<file path="config.mk">
export PLATFORM = sky130hd
export DESIGN_NAME = frame_allocator_fifo_evict_flat
export DESIGN_NICKNAME = d
export VERILOG_FILES = /design/src/design/fa_pkg.sv /design/src/design/fa_if.sv /design/src/design/fa_ram.sv /design/src/design/fa_apb_regs.sv /design/src/design/frame_allocator_fifo_evict.sv /design/src/flat_wrapper.sv
export SDC_FILE = /design/constraint.sdc
export NUM_CORES = 2
export LEC_CHECK = 0
export BUFFER_PORTS_ARGS = -buffer_cell sky130_fd_sc_hd__buf_2
export CAP_MARGIN = 20
export CORE_ASPECT_RATIO = 0.9
export CORE_MARGIN = 3
export CORE_UTILIZATION = 50
export CTS_CLUSTER_SIZE = 20
export DETAILED_ROUTE_END_ITERATION = 8
export PLACE_DENSITY = 0.76
export SLEW_MARGIN = 10
export SYNTH_ARGS = -nofsm -noshare
export SYNTH_HDL_FRONTEND = slang
export SYNTH_SLANG_ARGS = --single-unit
</file>
<file path="constraint.sdc">
create_clock -name clk -period 3.8 [get_ports clk]
set_input_delay 0.57 -clock clk [delete_from_list [all_inputs] [get_ports clk]]
set_output_delay 0.57 -clock clk [all_outputs]
set_load 0.005 [all_outputs]
</file>
<file path="src/design/fa_pkg.sv">
// ----------------------------------------------------------------------------
// fa_pkg
// Shared widths, codes, state type and helpers of the frame allocator.
// ----------------------------------------------------------------------------
package fa_pkg;

  localparam int FRAMES     = 64;
  localparam int FRAME_W    = 6;
  localparam int CNT_W      = 7;
  localparam int OWNER_W    = 8;
  localparam int PAGE_W     = 16;
  localparam int ENTRY_W    = OWNER_W + PAGE_W;
  localparam int CMD_W      = 2;
  localparam int STATUS_W   = 2;
  localparam int FIU_W      = 7;
  localparam int CFG_ADDR_W = 3;
  localparam int CFG_DATA_W = 32;

  localparam logic [FIU_W-1:0] FIU_RESET = FIU_W'(FRAMES);

  // register word index, taken from paddr above the byte bits
  localparam logic REG_FRAMES_IN_USE = 1'b0;

  localparam logic [CMD_W-1:0] CMD_ALLOC   = 2'd0;
  localparam logic [CMD_W-1:0] CMD_RELEASE = 2'd1;
  localparam logic [CMD_W-1:0] CMD_QUERY   = 2'd2;

  localparam logic [STATUS_W-1:0] ST_OK    = 2'd0;
  localparam logic [STATUS_W-1:0] ST_FREE  = 2'd1;
  localparam logic [STATUS_W-1:0] ST_RANGE = 2'd2;

  typedef enum logic [3:0] {
    S_IDLE,
    S_DECODE,
    S_FREE_SCAN,
    S_REL_POS,
    S_RANK,
    S_EVICT_RD,
    S_EVICT_DATA,
    S_QUERY_DATA,
    S_FINISH
  } state_t;

  // frame count actually managed: zero acts as one, clamp at FRAMES
  function automatic logic [CNT_W-1:0] active_frames(input logic [FIU_W-1:0] fiu);
    logic [CNT_W-1:0] n;
    if (fiu == '0) begin
      n = CNT_W'(1);
    end else if (fiu > FIU_W'(FRAMES)) begin
      n = CNT_W'(FRAMES);
    end else begin
      n = CNT_W'(fiu);
    end
    return n;
  endfunction

endpackage

</file>
<file path="src/design/fa_if.sv">
// ----------------------------------------------------------------------------
// fa_req_if / fa_rsp_if
// Valid/ready channels for allocator requests and results.
// ----------------------------------------------------------------------------
interface fa_req_if;
  logic                         valid;
  logic                         ready;
  logic [fa_pkg::CMD_W-1:0]     command;
  logic [fa_pkg::FRAME_W-1:0]   frame;
  logic [fa_pkg::OWNER_W-1:0]   owner;
  logic [fa_pkg::PAGE_W-1:0]    virtual_page;

  modport source (output valid, command, frame, owner, virtual_page, input ready);
  modport sink   (input valid, command, frame, owner, virtual_page, output ready);
endinterface

interface fa_rsp_if;
  logic                         valid;
  logic                         ready;
  logic [fa_pkg::FRAME_W-1:0]   frame_out;
  logic                         evicted;
  logic [fa_pkg::OWNER_W-1:0]   entry_owner;
  logic [fa_pkg::PAGE_W-1:0]    entry_page;
  logic [fa_pkg::STATUS_W-1:0]  status;

  modport source (output valid, frame_out, evicted, entry_owner, entry_page, status,
                  input ready);
  modport sink   (input valid, frame_out, evicted, entry_owner, entry_page, status,
                  output ready);
endinterface

</file>
<file path="src/design/fa_ram.sv">
// ----------------------------------------------------------------------------
// fa_ram
// Generic simple dual-port RAM, one write and one registered read port.
// ----------------------------------------------------------------------------
module fa_ram #(
  parameter int WIDTH = 8,
  parameter int DEPTH = 64,
  localparam int AW = $clog2(DEPTH)
) (
  input  logic             clk,
  input  logic             we,
  input  logic [AW-1:0]    waddr,
  input  logic [WIDTH-1:0] wdata,
  input  logic [AW-1:0]    raddr,
  output logic [WIDTH-1:0] rdata
);

  logic [WIDTH-1:0] mem [DEPTH];
  logic [WIDTH-1:0] rdata_r;

  always_ff @(posedge clk) begin
    if (we) begin
      mem[waddr] <= wdata;
    end
    rdata_r <= mem[raddr];
  end

  assign rdata = rdata_r;

endmodule

</file>
<file path="src/design/fa_apb_regs.sv">
// ----------------------------------------------------------------------------
// fa_apb_regs
// APB register slave holding the managed frame count.
// ----------------------------------------------------------------------------
module fa_apb_regs (
  input  logic                          clk,
  input  logic                          rst_n,
  input  logic                          psel,
  input  logic                          penable,
  input  logic                          pwrite,
  input  logic [fa_pkg::CFG_ADDR_W-1:0] paddr,
  input  logic [fa_pkg::CFG_DATA_W-1:0] pwdata,
  output logic [fa_pkg::CFG_DATA_W-1:0] prdata,
  output logic                          pready,
  output logic [fa_pkg::FIU_W-1:0]      frames_in_use
);

  logic [fa_pkg::FIU_W-1:0] fiu_r;
  logic [fa_pkg::FIU_W-1:0] fiu_nxt;
  logic                     hit;

  assign hit = (paddr[fa_pkg::CFG_ADDR_W-1] == fa_pkg::REG_FRAMES_IN_USE);

  always_comb begin
    fiu_nxt = fiu_r;
    if (psel && penable && pwrite && hit) begin
      fiu_nxt = pwdata[fa_pkg::FIU_W-1:0];
    end
  end

  always_ff @(posedge clk) begin
    if (!rst_n) begin
      fiu_r <= fa_pkg::FIU_RESET;
    end else begin
      fiu_r <= fiu_nxt;
    end
  end

  assign prdata        = hit ? fa_pkg::CFG_DATA_W'(fiu_r) : '0;
  assign pready        = 1'b1;
  assign frames_in_use = fiu_r;

endmodule

</file>
<file path="src/design/frame_allocator_fifo_evict.sv">
// ----------------------------------------------------------------------------
// frame_allocator_fifo_evict
// Physical frame allocator with oldest-first eviction.
// ----------------------------------------------------------------------------
// One request is handled at a time; the result sits in an output register so
// the next request can be taken while it waits. An allocate scans the busy
// bits one frame per cycle. A granted release and an eviction each run one
// pass over the age-position memory, one frame per cycle. Age order is kept
// as a queue position per frame; the pass shifts positions down after a
// removal. Owner and page live in a memory; per-frame written bits make
// never-written entries read as zero, so no clearing pass is needed after
// reset.
// ----------------------------------------------------------------------------
module frame_allocator_fifo_evict (
  input  logic                          clk,
  input  logic                          rst_n,
  fa_req_if.sink                        in_ch,
  fa_rsp_if.source                      out_ch,
  input  logic                          psel,
  input  logic                          penable,
  input  logic                          pwrite,
  input  logic [fa_pkg::CFG_ADDR_W-1:0] paddr,
  input  logic [fa_pkg::CFG_DATA_W-1:0] pwdata,
  output logic [fa_pkg::CFG_DATA_W-1:0] prdata,
  output logic                          pready
);

  localparam int FW = fa_pkg::FRAME_W;
  localparam int CW = fa_pkg::CNT_W;
  localparam int OW = fa_pkg::OWNER_W;
  localparam int PW = fa_pkg::PAGE_W;
  localparam int SW = fa_pkg::STATUS_W;

  fa_pkg::state_t state_r, state_nxt;

  logic [fa_pkg::FIU_W-1:0] frames_in_use;
  logic [CW-1:0]            n_active;

  // request being worked on
  logic [fa_pkg::CMD_W-1:0] cmd_r, cmd_nxt;
  logic [FW-1:0]            fr_r, fr_nxt;
  logic [OW-1:0]            own_r, own_nxt;
  logic [PW-1:0]            pg_r, pg_nxt;

  logic [CW-1:0]            scan_r, scan_nxt;
  logic                     rel_mode_r, rel_mode_nxt;
  logic [FW-1:0]            rel_pos_r, rel_pos_nxt;
  logic [FW-1:0]            victim_r, victim_nxt;
  logic [fa_pkg::FRAMES-1:0] busy_r, busy_nxt;
  logic [fa_pkg::FRAMES-1:0] written_r, written_nxt;
  logic [CW-1:0]            count_r, count_nxt;

  logic [FW-1:0]            res_frame_r, res_frame_nxt;
  logic                     res_evicted_r, res_evicted_nxt;
  logic [OW-1:0]            res_owner_r, res_owner_nxt;
  logic [PW-1:0]            res_page_r, res_page_nxt;
  logic [SW-1:0]            res_status_r, res_status_nxt;

  logic                     out_valid_r, out_valid_nxt;
  logic [FW-1:0]            out_frame_r, out_frame_nxt;
  logic                     out_evicted_r, out_evicted_nxt;
  logic [OW-1:0]            out_owner_r, out_owner_nxt;
  logic [PW-1:0]            out_page_r, out_page_nxt;
  logic [SW-1:0]            out_status_r, out_status_nxt;

  logic                     pos_we;
  logic [FW-1:0]            pos_waddr, pos_wdata, pos_raddr, pos_rdata;
  logic                     ent_we;
  logic [FW-1:0]            ent_waddr, ent_raddr;
  logic [fa_pkg::ENTRY_W-1:0] ent_wdata, ent_rdata;

  logic                     in_ready;
  logic                     fr_out_of_range;
  logic [FW-1:0]            scan_idx;
  logic [FW-1:0]            proc_idx;
  logic                     out_free;

  fa_apb_regs u_regs (
    .clk           (clk),
    .rst_n         (rst_n),
    .psel          (psel),
    .penable       (penable),
    .pwrite        (pwrite),
    .paddr         (paddr),
    .pwdata        (pwdata),
    .prdata        (prdata),
    .pready        (pready),
    .frames_in_use (frames_in_use)
  );

  // queue position of each busy frame, 0 is the oldest
  fa_ram #(.WIDTH(FW), .DEPTH(fa_pkg::FRAMES)) u_pos_ram (
    .clk   (clk),
    .we    (pos_we),
    .waddr (pos_waddr),
    .wdata (pos_wdata),
    .raddr (pos_raddr),
    .rdata (pos_rdata)
  );

  // owner and page per frame
  fa_ram #(.WIDTH(fa_pkg::ENTRY_W), .DEPTH(fa_pkg::FRAMES)) u_entry_ram (
    .clk   (clk),
    .we    (ent_we),
    .waddr (ent_waddr),
    .wdata (ent_wdata),
    .raddr (ent_raddr),
    .rdata (ent_rdata)
  );

  assign n_active        = fa_pkg::active_frames(frames_in_use);
  assign fr_out_of_range = ({1'b0, fr_r} >= n_active);
  assign scan_idx        = scan_r[FW-1:0];
  assign proc_idx        = scan_r[FW-1:0] - FW'(1);
  assign in_ready        = (state_r == fa_pkg::S_IDLE);
  assign out_free        = !out_valid_r || out_ch.ready;

  // next state
  always_comb begin
    state_nxt = state_r;
    case (state_r)
      fa_pkg::S_IDLE: begin
        if (in_ch.valid) begin
          state_nxt = fa_pkg::S_DECODE;
        end
      end
      fa_pkg::S_DECODE: begin
        case (cmd_r)
          fa_pkg::CMD_ALLOC: begin
            state_nxt = fa_pkg::S_FREE_SCAN;
          end
          fa_pkg::CMD_RELEASE: begin
            if (fr_out_of_range || !busy_r[fr_r]) begin
              state_nxt = fa_pkg::S_FINISH;
            end else begin
              state_nxt = fa_pkg::S_REL_POS;
            end
          end
          fa_pkg::CMD_QUERY: begin
            state_nxt = fr_out_of_range ? fa_pkg::S_FINISH : fa_pkg::S_QUERY_DATA;
          end
          default: begin
            state_nxt = fa_pkg::S_FINISH;
          end
        endcase
      end
      fa_pkg::S_FREE_SCAN: begin
        if (!busy_r[scan_idx]) begin
          state_nxt = fa_pkg::S_FINISH;
        end else if (scan_r == n_active - CW'(1)) begin
          state_nxt = fa_pkg::S_RANK;
        end
      end
      fa_pkg::S_REL_POS: begin
        state_nxt = fa_pkg::S_RANK;
      end
      fa_pkg::S_RANK: begin
        if (scan_r == CW'(fa_pkg::FRAMES)) begin
          state_nxt = rel_mode_r ? fa_pkg::S_FINISH : fa_pkg::S_EVICT_RD;
        end
      end
      fa_pkg::S_EVICT_RD: begin
        state_nxt = fa_pkg::S_EVICT_DATA;
      end
      fa_pkg::S_EVICT_DATA: begin
        state_nxt = fa_pkg::S_FINISH;
      end
      fa_pkg::S_QUERY_DATA: begin
        state_nxt = fa_pkg::S_FINISH;
      end
      fa_pkg::S_FINISH: begin
        if (out_free) begin
          state_nxt = fa_pkg::S_IDLE;
        end
      end
      default: begin
        state_nxt = fa_pkg::S_IDLE;
      end
    endcase
  end

  // datapath and memory controls
  always_comb begin
    cmd_nxt         = cmd_r;
    fr_nxt          = fr_r;
    own_nxt         = own_r;
    pg_nxt          = pg_r;
    scan_nxt        = scan_r;
    rel_mode_nxt    = rel_mode_r;
    rel_pos_nxt     = rel_pos_r;
    victim_nxt      = victim_r;
    busy_nxt        = busy_r;
    written_nxt     = written_r;
    count_nxt       = count_r;
    res_frame_nxt   = res_frame_r;
    res_evicted_nxt = res_evicted_r;
    res_owner_nxt   = res_owner_r;
    res_page_nxt    = res_page_r;
    res_status_nxt  = res_status_r;
    out_valid_nxt   = out_valid_r && !out_ch.ready;
    out_frame_nxt   = out_frame_r;
    out_evicted_nxt = out_evicted_r;
    out_owner_nxt   = out_owner_r;
    out_page_nxt    = out_page_r;
    out_status_nxt  = out_status_r;
    pos_we          = 1'b0;
    pos_waddr       = proc_idx;
    pos_wdata       = '0;
    pos_raddr       = scan_idx;
    ent_we          = 1'b0;
    ent_waddr       = fr_r;
    ent_wdata       = {own_r, pg_r};
    ent_raddr       = fr_r;

    case (state_r)
      fa_pkg::S_IDLE: begin
        if (in_ch.valid) begin
          cmd_nxt = in_ch.command;
          fr_nxt  = in_ch.frame;
          own_nxt = in_ch.owner;
          pg_nxt  = in_ch.virtual_page;
        end
      end
      fa_pkg::S_DECODE: begin
        res_frame_nxt   = fr_r;
        res_evicted_nxt = 1'b0;
        res_owner_nxt   = '0;
        res_page_nxt    = '0;
        res_status_nxt  = fa_pkg::ST_OK;
        scan_nxt        = '0;
        pos_raddr       = fr_r;
        case (cmd_r)
          fa_pkg::CMD_ALLOC: begin
            res_frame_nxt = '0;
          end
          fa_pkg::CMD_RELEASE: begin
            if (fr_out_of_range) begin
              res_status_nxt = fa_pkg::ST_RANGE;
            end else if (!busy_r[fr_r]) begin
              res_status_nxt = fa_pkg::ST_FREE;
            end
          end
          fa_pkg::CMD_QUERY: begin
            if (fr_out_of_range) begin
              res_status_nxt = fa_pkg::ST_RANGE;
            end
          end
          default: begin
            res_frame_nxt = '0;
          end
        endcase
      end
      fa_pkg::S_FREE_SCAN: begin
        if (!busy_r[scan_idx]) begin
          busy_nxt[scan_idx]    = 1'b1;
          written_nxt[scan_idx] = 1'b1;
          count_nxt             = count_r + CW'(1);
          pos_we                = 1'b1;
          pos_waddr             = scan_idx;
          pos_wdata             = count_r[FW-1:0];
          ent_we                = 1'b1;
          ent_waddr             = scan_idx;
          res_frame_nxt         = scan_idx;
        end else if (scan_r == n_active - CW'(1)) begin
          scan_nxt     = '0;
          rel_mode_nxt = 1'b0;
        end else begin
          scan_nxt = scan_r + CW'(1);
        end
      end
      fa_pkg::S_REL_POS: begin
        rel_pos_nxt  = pos_rdata;
        rel_mode_nxt = 1'b1;
        scan_nxt     = '0;
      end
      fa_pkg::S_RANK: begin
        // read frame scan_r, adjust frame scan_r-1 from last cycle's read
        scan_nxt = scan_r + CW'(1);
        if (scan_r != '0 && busy_r[proc_idx]) begin
          if (rel_mode_r) begin
            if (pos_rdata > rel_pos_r) begin
              pos_we    = 1'b1;
              pos_wdata = pos_rdata - FW'(1);
            end
          end else begin
            pos_we = 1'b1;
            if (pos_rdata == '0) begin
              // oldest frame goes to the back of the queue
              victim_nxt = proc_idx;
              pos_wdata  = count_r[FW-1:0] - FW'(1);
            end else begin
              pos_wdata = pos_rdata - FW'(1);
            end
          end
        end
        if (scan_r == CW'(fa_pkg::FRAMES) && rel_mode_r) begin
          busy_nxt[fr_r] = 1'b0;
          count_nxt      = count_r - CW'(1);
        end
      end
      fa_pkg::S_EVICT_RD: begin
        ent_raddr = victim_r;
      end
      fa_pkg::S_EVICT_DATA: begin
        res_frame_nxt         = victim_r;
        res_evicted_nxt       = 1'b1;
        res_owner_nxt         = written_r[victim_r] ? ent_rdata[fa_pkg::ENTRY_W-1 -: OW] : '0;
        res_page_nxt          = written_r[victim_r] ? ent_rdata[PW-1:0] : '0;
        ent_we                = 1'b1;
        ent_waddr             = victim_r;
        written_nxt[victim_r] = 1'b1;
      end
      fa_pkg::S_QUERY_DATA: begin
        res_owner_nxt = written_r[fr_r] ? ent_rdata[fa_pkg::ENTRY_W-1 -: OW] : '0;
        res_page_nxt  = written_r[fr_r] ? ent_rdata[PW-1:0] : '0;
      end
      fa_pkg::S_FINISH: begin
        if (out_free) begin
          out_valid_nxt   = 1'b1;
          out_frame_nxt   = res_frame_r;
          out_evicted_nxt = res_evicted_r;
          out_owner_nxt   = res_owner_r;
          out_page_nxt    = res_page_r;
          out_status_nxt  = res_status_r;
        end
      end
      default: begin
        scan_nxt = '0;
      end
    endcase
  end

  always_ff @(posedge clk) begin
    if (!rst_n) begin
      state_r     <= fa_pkg::S_IDLE;
      busy_r      <= '0;
      written_r   <= '0;
      count_r     <= '0;
      out_valid_r <= 1'b0;
      scan_r      <= '0;
      rel_mode_r  <= 1'b0;
    end else begin
      state_r     <= state_nxt;
      busy_r      <= busy_nxt;
      written_r   <= written_nxt;
      count_r     <= count_nxt;
      out_valid_r <= out_valid_nxt;
      scan_r      <= scan_nxt;
      rel_mode_r  <= rel_mode_nxt;
    end
  end

  always_ff @(posedge clk) begin
    cmd_r         <= cmd_nxt;
    fr_r          <= fr_nxt;
    own_r         <= own_nxt;
    pg_r          <= pg_nxt;
    rel_pos_r     <= rel_pos_nxt;
    victim_r      <= victim_nxt;
    res_frame_r   <= res_frame_nxt;
    res_evicted_r <= res_evicted_nxt;
    res_owner_r   <= res_owner_nxt;
    res_page_r    <= res_page_nxt;
    res_status_r  <= res_status_nxt;
    out_frame_r   <= out_frame_nxt;
    out_evicted_r <= out_evicted_nxt;
    out_owner_r   <= out_owner_nxt;
    out_page_r    <= out_page_nxt;
    out_status_r  <= out_status_nxt;
  end

  assign in_ch.ready        = in_ready;
  assign out_ch.valid       = out_valid_r;
  assign out_ch.frame_out   = out_frame_r;
  assign out_ch.evicted     = out_evicted_r;
  assign out_ch.entry_owner = out_owner_r;
  assign out_ch.entry_page  = out_page_r;
  assign out_ch.status      = out_status_r;

  // queue length always matches the number of busy frames between requests
  a_count_busy: assert property (@(posedge clk) disable iff (!rst_n)
    state_r == fa_pkg::S_IDLE |-> int'(count_r) == $countones(busy_r))
    else $error("age queue length differs from busy frame count");

  // the evicted frame was found busy during the rank pass
  a_victim_busy: assert property (@(posedge clk) disable iff (!rst_n)
    state_r == fa_pkg::S_EVICT_DATA |-> busy_r[victim_r])
    else $error("eviction of a free frame");

  // an eviction always reports ok
  a_evict_ok: assert property (@(posedge clk) disable iff (!rst_n)
    out_valid_r && out_evicted_r |-> out_status_r == fa_pkg::ST_OK)
    else $error("evicted result with non-ok status");

  // a finished request lands in the output register
  a_finish_loads: assert property (@(posedge clk) disable iff (!rst_n)
    state_r == fa_pkg::S_FINISH && out_free |=> out_valid_r && state_r == fa_pkg::S_IDLE)
    else $error("finished request did not reach the output");

endmodule

</file>
<file path="src/flat_wrapper.sv">
// flat-port wrapper written by rule: the top's interface ports become plain ports
module frame_allocator_fifo_evict_flat 
  (clk, rst_n, psel, penable, pwrite, paddr, pwdata, prdata, pready, in_ch_valid, in_ch_command, in_ch_frame, in_ch_owner, in_ch_virtual_page, in_ch_ready, out_ch_valid, out_ch_frame_out, out_ch_evicted, out_ch_entry_owner, out_ch_entry_page, out_ch_status, out_ch_ready);
  fa_req_if in_ch_i ();
  fa_rsp_if out_ch_i ();
  input  logic clk;
  input  logic rst_n;
  input  logic psel;
  input  logic penable;
  input  logic pwrite;
  input  logic [fa_pkg::CFG_ADDR_W-1:0] paddr;
  input  logic [fa_pkg::CFG_DATA_W-1:0] pwdata;
  output logic [fa_pkg::CFG_DATA_W-1:0] prdata;
  output logic pready;
  input wire logic [$bits(in_ch_i.valid)-1:0] in_ch_valid;
  input wire logic [$bits(in_ch_i.command)-1:0] in_ch_command;
  input wire logic [$bits(in_ch_i.frame)-1:0] in_ch_frame;
  input wire logic [$bits(in_ch_i.owner)-1:0] in_ch_owner;
  input wire logic [$bits(in_ch_i.virtual_page)-1:0] in_ch_virtual_page;
  output wire logic [$bits(in_ch_i.ready)-1:0] in_ch_ready;
  output wire logic [$bits(out_ch_i.valid)-1:0] out_ch_valid;
  output wire logic [$bits(out_ch_i.frame_out)-1:0] out_ch_frame_out;
  output wire logic [$bits(out_ch_i.evicted)-1:0] out_ch_evicted;
  output wire logic [$bits(out_ch_i.entry_owner)-1:0] out_ch_entry_owner;
  output wire logic [$bits(out_ch_i.entry_page)-1:0] out_ch_entry_page;
  output wire logic [$bits(out_ch_i.status)-1:0] out_ch_status;
  input wire logic [$bits(out_ch_i.ready)-1:0] out_ch_ready;
  assign in_ch_i.valid = in_ch_valid;
  assign in_ch_i.command = in_ch_command;
  assign in_ch_i.frame = in_ch_frame;
  assign in_ch_i.owner = in_ch_owner;
  assign in_ch_i.virtual_page = in_ch_virtual_page;
  assign in_ch_ready = in_ch_i.ready;
  assign out_ch_valid = out_ch_i.valid;
  assign out_ch_frame_out = out_ch_i.frame_out;
  assign out_ch_evicted = out_ch_i.evicted;
  assign out_ch_entry_owner = out_ch_i.entry_owner;
  assign out_ch_entry_page = out_ch_i.entry_page;
  assign out_ch_status = out_ch_i.status;
  assign out_ch_i.ready = out_ch_ready;
  frame_allocator_fifo_evict u_core (.clk(clk), .rst_n(rst_n), .in_ch(in_ch_i), .out_ch(out_ch_i), .psel(psel), .penable(penable), .pwrite(pwrite), .paddr(paddr), .pwdata(pwdata), .prdata(prdata), .pready(pready));
endmodule
</file>
After elaboration in Yosys (flattened, before gate mapping) --
Memories as Yosys holds them, arrays and structs flattened. A register that Yosys moved wholly into a read port is not among the register bits. Index checks and enable logic that the tools add are counted.
Word-level totals: flip-flop bits (word level) 265, bits in writable memories 1920, bits of input ports 74, output and inout port bits 68, word-level logic and storage cells 189, memories kept 2
Cells by class: add/sub/neg operators 7, order comparisons 10, equal/unequal tests 20, muxes and demuxes 81, bitwise logic cells 8, reduce and logical (&&, ||, !) cells 37
Memory list:
- u_core.u_entry_ram.mem | words 64, width 24, rd ports 1, clocked after Yosys merged registers in 1, wr ports 1, RTL line fa_ram.sv:18 | logic [WIDTH-1:0] mem [DEPTH];
- u_core.u_pos_ram.mem | words 64, width 6, rd ports 1, clocked after Yosys merged registers in 1, wr ports 1, RTL line fa_ram.sv:18
Operators by type and width (count):
- 64-bit case mux with 2 select lines | 2
- 64-bit two-way mux | 3
- 64-bit OR | 3
- 6-bit two-way mux | 12
- 64-bit AND | 1
- 64-bit NOT | 1
- 7-bit two-way mux | 7
- 16-bit case mux with 3 select lines | 1
- 16-bit two-way mux | 2
- 4-bit two-way mux | 8
- 4-bit case mux with 8 select lines | 1
- 1-bit binary-select mux with 6-bit select | 5
- 6-bit by 7-bit less-than comparator with 1-bit output (second input constant) | 4
- 6-bit case mux with 2 select lines | 2
- 8-bit case mux with 3 select lines | 1
- 1-bit two-way mux | 21
- 7-bit case mux with 3 select lines | 1
- 1-bit demux with 6-bit select | 3
- 6-bit by 1-bit greater-or-equal comparator with 1-bit output (second input constant) | 3
- 6-bit case mux with 3 select lines | 1
- 6-bit by 1-bit subtractor with 6-bit output (second input constant) | 3
- 4-bit by 3-bit equality test with 1-bit output (second input constant) | 4
- 8-bit two-way mux | 2
- 7-bit by 1-bit adder with 7-bit output (second input constant) | 2
- 35 further kinds | 70

Logic depth before layout (Yosys ltp) --
depth after elaboration 8, depth in mapped cells 14, mapped depth without buffers 13

Cells and area by module --
Synthesis repeated with hierarchy kept, for this count alone.
Second synthesis, totals: cells, all modules 4936, area, all modules 89415.8 um^2
By module, submodules not included:
- fa_ram at u_core.u_entry_ram | times used 1, cells each 2674, area each 59321.9 um^2, seq. area each 46604.7 um^2
- fa_ram at u_core.u_pos_ram | times used 1, cells each 720, area each 15225.9 um^2, seq. area each 11651.2 um^2
- frame_allocator_fifo_evict | times used 1, cells each 1476, area each 14311.2 um^2, seq. area each 6246.0 um^2
- fa_apb_regs | times used 1, cells each 66, area each 556.8 um^2, seq. area each 140.1 um^2

Least setup slack after synthesis --
No wires, ideal clock.
path kind flip-flop to flip-flop, start reg u_core.scan_r[1], end mem u_core.u_entry_ram.mem[39][0] in the netlist's numbering, enable pin, library setup time 0.405 ns, arrival 3.852 ns, data required time 3.395 ns, path slack -0.457 ns, cell stages (with the launch flop) 11, buffers on the path 2, period minus slack after synthesis 4.257 ns, cell sequence dfxtp_1 > buf_6 > mux4_2 > and3_1 > a31oi_2 > o2111ai_2 > nor3_4 > mux2_2 > or3_1 > clkbuf_1 > nor2_1
On the way: cells in the longest elaborated chain, start to end 6, elaborated cells on any way between the ends 8, classes of those cells 8 x mux
RTL lines:
- start: declaration | RTL line frame_allocator_fifo_evict.sv:45 | logic [CW-1:0] scan_r, scan_nxt;
- start signal: assignment | RTL line frame_allocator_fifo_evict.sv:348 | scan_r <= scan_nxt;
- 1-bit binary-select mux with 6-bit select | RTL line frame_allocator_fifo_evict.sv:254 | if (!busy_r[scan_idx]) begin
- 1-bit two-way mux (implied by the code) | RTL line frame_allocator_fifo_evict.sv:254
- 1-bit two-way mux | RTL line frame_allocator_fifo_evict.sv:254
- 1-bit case mux with 2 select lines | RTL line frame_allocator_fifo_evict.sv:215 | case (state_r)
- 1-bit two-way mux | RTL line fa_ram.sv:22 | if (we) begin
- 1-bit two-way mux (implied by the code) | RTL line fa_ram.sv:23 | mem[waddr] <= wdata;
- end: declaration | RTL line fa_ram.sv:18
Parallel ways exist; a longest one is shown, timed or not. The select of a mux whose other input is x is not followed.

Worst setup path in the final report --
start reg u_core.scan_r[1], end mem u_core.u_entry_ram.mem[58][18] in the netlist's numbering, enable pin
The elaborated chain is that of the path after synthesis.

==> flow_summary_export.csv <==
group,metric,value,unit
final_layout,final_cells,9887,
floorplanning,die_y,413.8,um
yosys,yosys_warnings,0,
yosys,synth.top_cell.area_share,65.98,%
sta,final_max_slew_viol_count,0,
placement,place_area,0.1006,mm2
grt,antenna_found_initial,7,
cts,cts_buffer_depth,3,
cts,path_clk_slew,60,ps
final_layout,syn_to_final_growth,17.34,%
grt,gr-total-overflow,0,
final_layout,drive_gt1_share,17.77,%
placement,port_buffers,88,
yosys,yosysSeqAreaShare,69.97,%
setup_path,rrSetupSlack,30,ps
final_layout,nets,7396,
setup_path,crit_start,"u_core.scan_r[1]",
sta,rsz0062_at_grt,"true",
cts,cts_tree,"yes",
setup_path,cp.arrival,4300,ps
yosys,avgSynthCellArea,13.53,um2
yosys,synth_area_leader_cell,"edfxtp_1",
setup_path,crit-reg2reg-launch,"u_core.scan_r[1]",
power,total_power,67.17,mW
floorplanning,ioPinCount,142,
setup_path,crit_path_end_kind,"flop",
outcome,status,"complete, but fails checks",
grt,grt_max_degree,88,
outcome,failed_checks,"DRC",
routing,drt-wirelength-per-cell,26.24,um
routing,vias,61010,
yosys,yosys_register_bits,2214,
sta,holdWs,231.7,ps
setup_path,required,4330,ps
cts,clockRootBuffer,"clkbuf_16",
placement,placedCellCount,9450,
placement,place.gp.congestion,0.9515,
hold_path,hold_path_class,"input port to flop",
routing,via_per_inst,6.170,
grt,grt_pass1_wl,379100,um
sta,min_period_over_period,99.25,%
routing,wl,259500,um
final_layout,final_util,59.10,%
cts,clk_latency,860,ps
yosys,syn_area,0.09239,mm2
setup_path,r2r-end,"u_core.u_entry_ram.mem[58][18]",
sta,finalCriticalPeriod,3772,ps
setup_path,critPathMaxFanout,8,
routing,drc,2,
setup_path,r2r_cells,11,
floorplanning,die-area,0.1900,mm2
placement,dp_hpwl,162700,um
grt,grtUsageTotal,26.75,%
final_layout,stdcell_area,0.1084,mm2
grt,grt_pass1_vias,59070,
yosys,syn_inst,6831,
yosys,ys_async_sr_fraction,0,%
yosys,yosys-top-cells-area,"edfxtp_1 66%, mux2i_1 5.9%, nand2_1 5.6%",
floorplanning,coreArea,0.1834,mm2
sta,max_slew_margin,22.79,%
setup_path,cp-endpoint,"u_core.u_entry_ram.mem[58][18]",
sta,finalSetupViolCount,0,
sta,fmax,265.1,MHz
cts,cts-buffers-inserted,212,
yosys,synth_edf_count,2030,
routing,drt_iter0_drc,8780,
setup_path,critPathKind,"flop to flop",
setup_path,critPathLaunchType,"flop",
floorplanning,start_util,50.36,%
run,cap_violations,0,
power,power.density,619.5,mW/mm2
routing,drt_first_pass_iters,8,
sta,hold_viol,0,
floorplanning,rows,149,
yosys,synth_cell_type_count,89,
yosys,synthFlopType,"edfxtp_1",
routing,ant_nets,0,
cts,cts.sinks,2214,
floorplanning,die_w,459.1,um
power,power.leakage,37.84,nW
power,peakVddDrop,0.5393,mV
sta,worstMarginPinSlew,1158,ps
sta,finalClockSkew,82.24,ps
cts,h-tree-depth,4,
-- how the worst min path moves through the flow --
stage,slack (ps),from,cells past startpoint,end
final,230,rst_n,2,u_core.u_regs.frames_in_use[6]
after global routing,230,rst_n,2,u_core.u_regs.frames_in_use[6]
after global placement,400,u_core.res_page_r[0],0,u_core.out_ch.entry_page[0]
after CTS,170,rst_n,2,u_core.u_regs.frames_in_use[6]
after floorplan,400,u_core.res_owner_r[0],0,u_core.out_ch.entry_owner[0]
after detailed placement,400,u_core.res_page_r[0],0,u_core.out_ch.entry_page[0]
-- per-layer routing --
| layer | GRT usage [%] | part of all wire [%] | vias to the layer above |
|---|---|---|---|
| met5 | 0 | 0 | - |
| met4 | 11.98 | 4.6 | 0 |
| met3 | 5.100 | 10 | 576 |
| met2 | 42.83 | 47 | 3500 |
| met1 | 35.70 | 38 | 30330 |
| li1 | - | - | 26600 |
-- through the flow --
stage | setup TNS (ps) | setup slack (ps)
2_1_floorplan | -158530 | -344.2
3_3_place_gp | -56160 | -184.4
3_5_place_dp | -81050 | -203.8
4_1_cts | -152.7 | -14.39
5_1_grt | -3222 | -125.8
6_report | 0 | 28.37
-- cell usage in the layout (no fill, tap or decap), drive strengths merged, types with 30 or more instances in the layout --
| master | netlist | final |
|---|---|---|
| mux2i | 540 | 540 |
| a21oi | 123 | 123 |
| nand3 | 429 | 429 |
| clkinv | 0 | 78 |
| and3 | 155 | 155 |
| inv | 37 | 48 |
| and2 | 32 | 32 |
| edfxtp | 2030 | 2030 |
| o21a | 31 | 31 |
| dfxtp | 184 | 184 |
| a311oi | 192 | 192 |
| nor3 | 30 | 30 |
| buf | 185 | 679 |
| o21ai | 139 | 139 |
| a22oi | 73 | 73 |
| dlygate4sd3 | 0 | 39 |
| mux4 | 37 | 37 |
| nand2 | 1372 | 1372 |
| nor2 | 212 | 212 |
| clkbuf | 309 | 267 |
| o211ai | 66 | 66 |
| mux2 | 101 | 101 |
| a21boi | 68 | 68 |
| o22ai | 40 | 40 |
| a31oi | 67 | 67 |
| nor2b | 65 | 65 |
-- report_power, final --
| group | switching (mW) | internal, mW | leakage, nW |
|---|---|---|---|
| Sequential | 0.402 | 28.2 | 19.2 |
| Combinational | 11.4 | 5.89 | 15.2 |
| Clock | 9.12 | 12.1 | 3.41 |
-- worst max-delay path, stage by stage, from the launching register on --
cell       delay [ps]
dfxtp_4           380
buf_12            120
buf_4             100
mux4_2            540
a22oi_2           320
o2111ai_4         190
nor3_4            280
buf_6             150
mux2_4            310
or3_4             520
nor2_4            300
clkbuf_16         220
-- Yosys cell counts (30+ instances only) --
cell type and number:
a21oi_1 123, mux2_2 101, o21a_1 31, buf_1 60
nor2b_1 65, mux4_2 37, o22ai_1 40, buf_2 95
o21ai_0 137, a22oi_1 73, nor2_1 205, o211ai_1 63
a311oi_1 192, a31oi_1 66, edfxtp_1 2030, inv_1 34
nand2_1 1371, and2_1 30, a21boi_0 61, and3_1 155
mux2i_1 540, dfxtp_1 184, clkbuf_1 309, nand3_1 429
-- sequential cells by signal, indices dropped and copies added, names as in the netlist, 6 cells and up --
signal / count
u_core.res_frame_r: 6
u_core.busy_r: 64
u_core.count_r: 6
u_core.u_entry_ram.rdata: 24
u_core.u_pos_ram.rdata: 6
u_core.rel_pos_r: 6
u_core.res_owner_r: 8
u_core.fr_r: 6
u_core.written_r: 64
u_core.out_ch.entry_page: 16
u_core.u_entry_ram.mem: 1536
u_core.scan_r: 7
u_core.pg_r: 16
u_core.res_page_r: 16
u_core.u_pos_ram.mem: 384
u_core.u_regs.frames_in_use: 7
u_core.victim_r: 6
u_core.out_ch.frame_out: 6
u_core.out_ch.entry_owner: 8
u_core.own_r: 8
-- area by class of cell --
cell class / instances / area (um2)
multi-input combinational: 4110 / 26250
timing repair buffer: 720 / 7330
clock buffer: 265 / 5712
tap: 2416 / 3023
fill: 13560 / 75030
inverter: 37 / 138.9
clock inverter: 123 / 1304
sequential: 2214 / 64650
antenna: 2 / 5.005
-- kinds of logic after synthesis --
logic type	synth area share, %
AO/OA/AOI/OAI	7.477
XOR/XNOR	0.2736
adder cells (fa/ha/maj)	0.3738
buffers and inverters	2.416
flip-flops	69.97
multiplexers	7.983
other	0.008129
AND/OR/NAND/NOR	11.50
-- timing repair --
| action | CTS | global route |
|---|---|---|
| hold buffers | 39 | 0 |
| cloned | 0 | 3 |
| setup endpoints to repair | 1453 | 1526 |
| pin swaps | 0 | 5 |
| hold endpoints to repair | 39 | 0 |
| buffers inserted | 0 | 6 |
| gates resized for setup | 8 | 73 |
(Power assumes the default switching activity.)
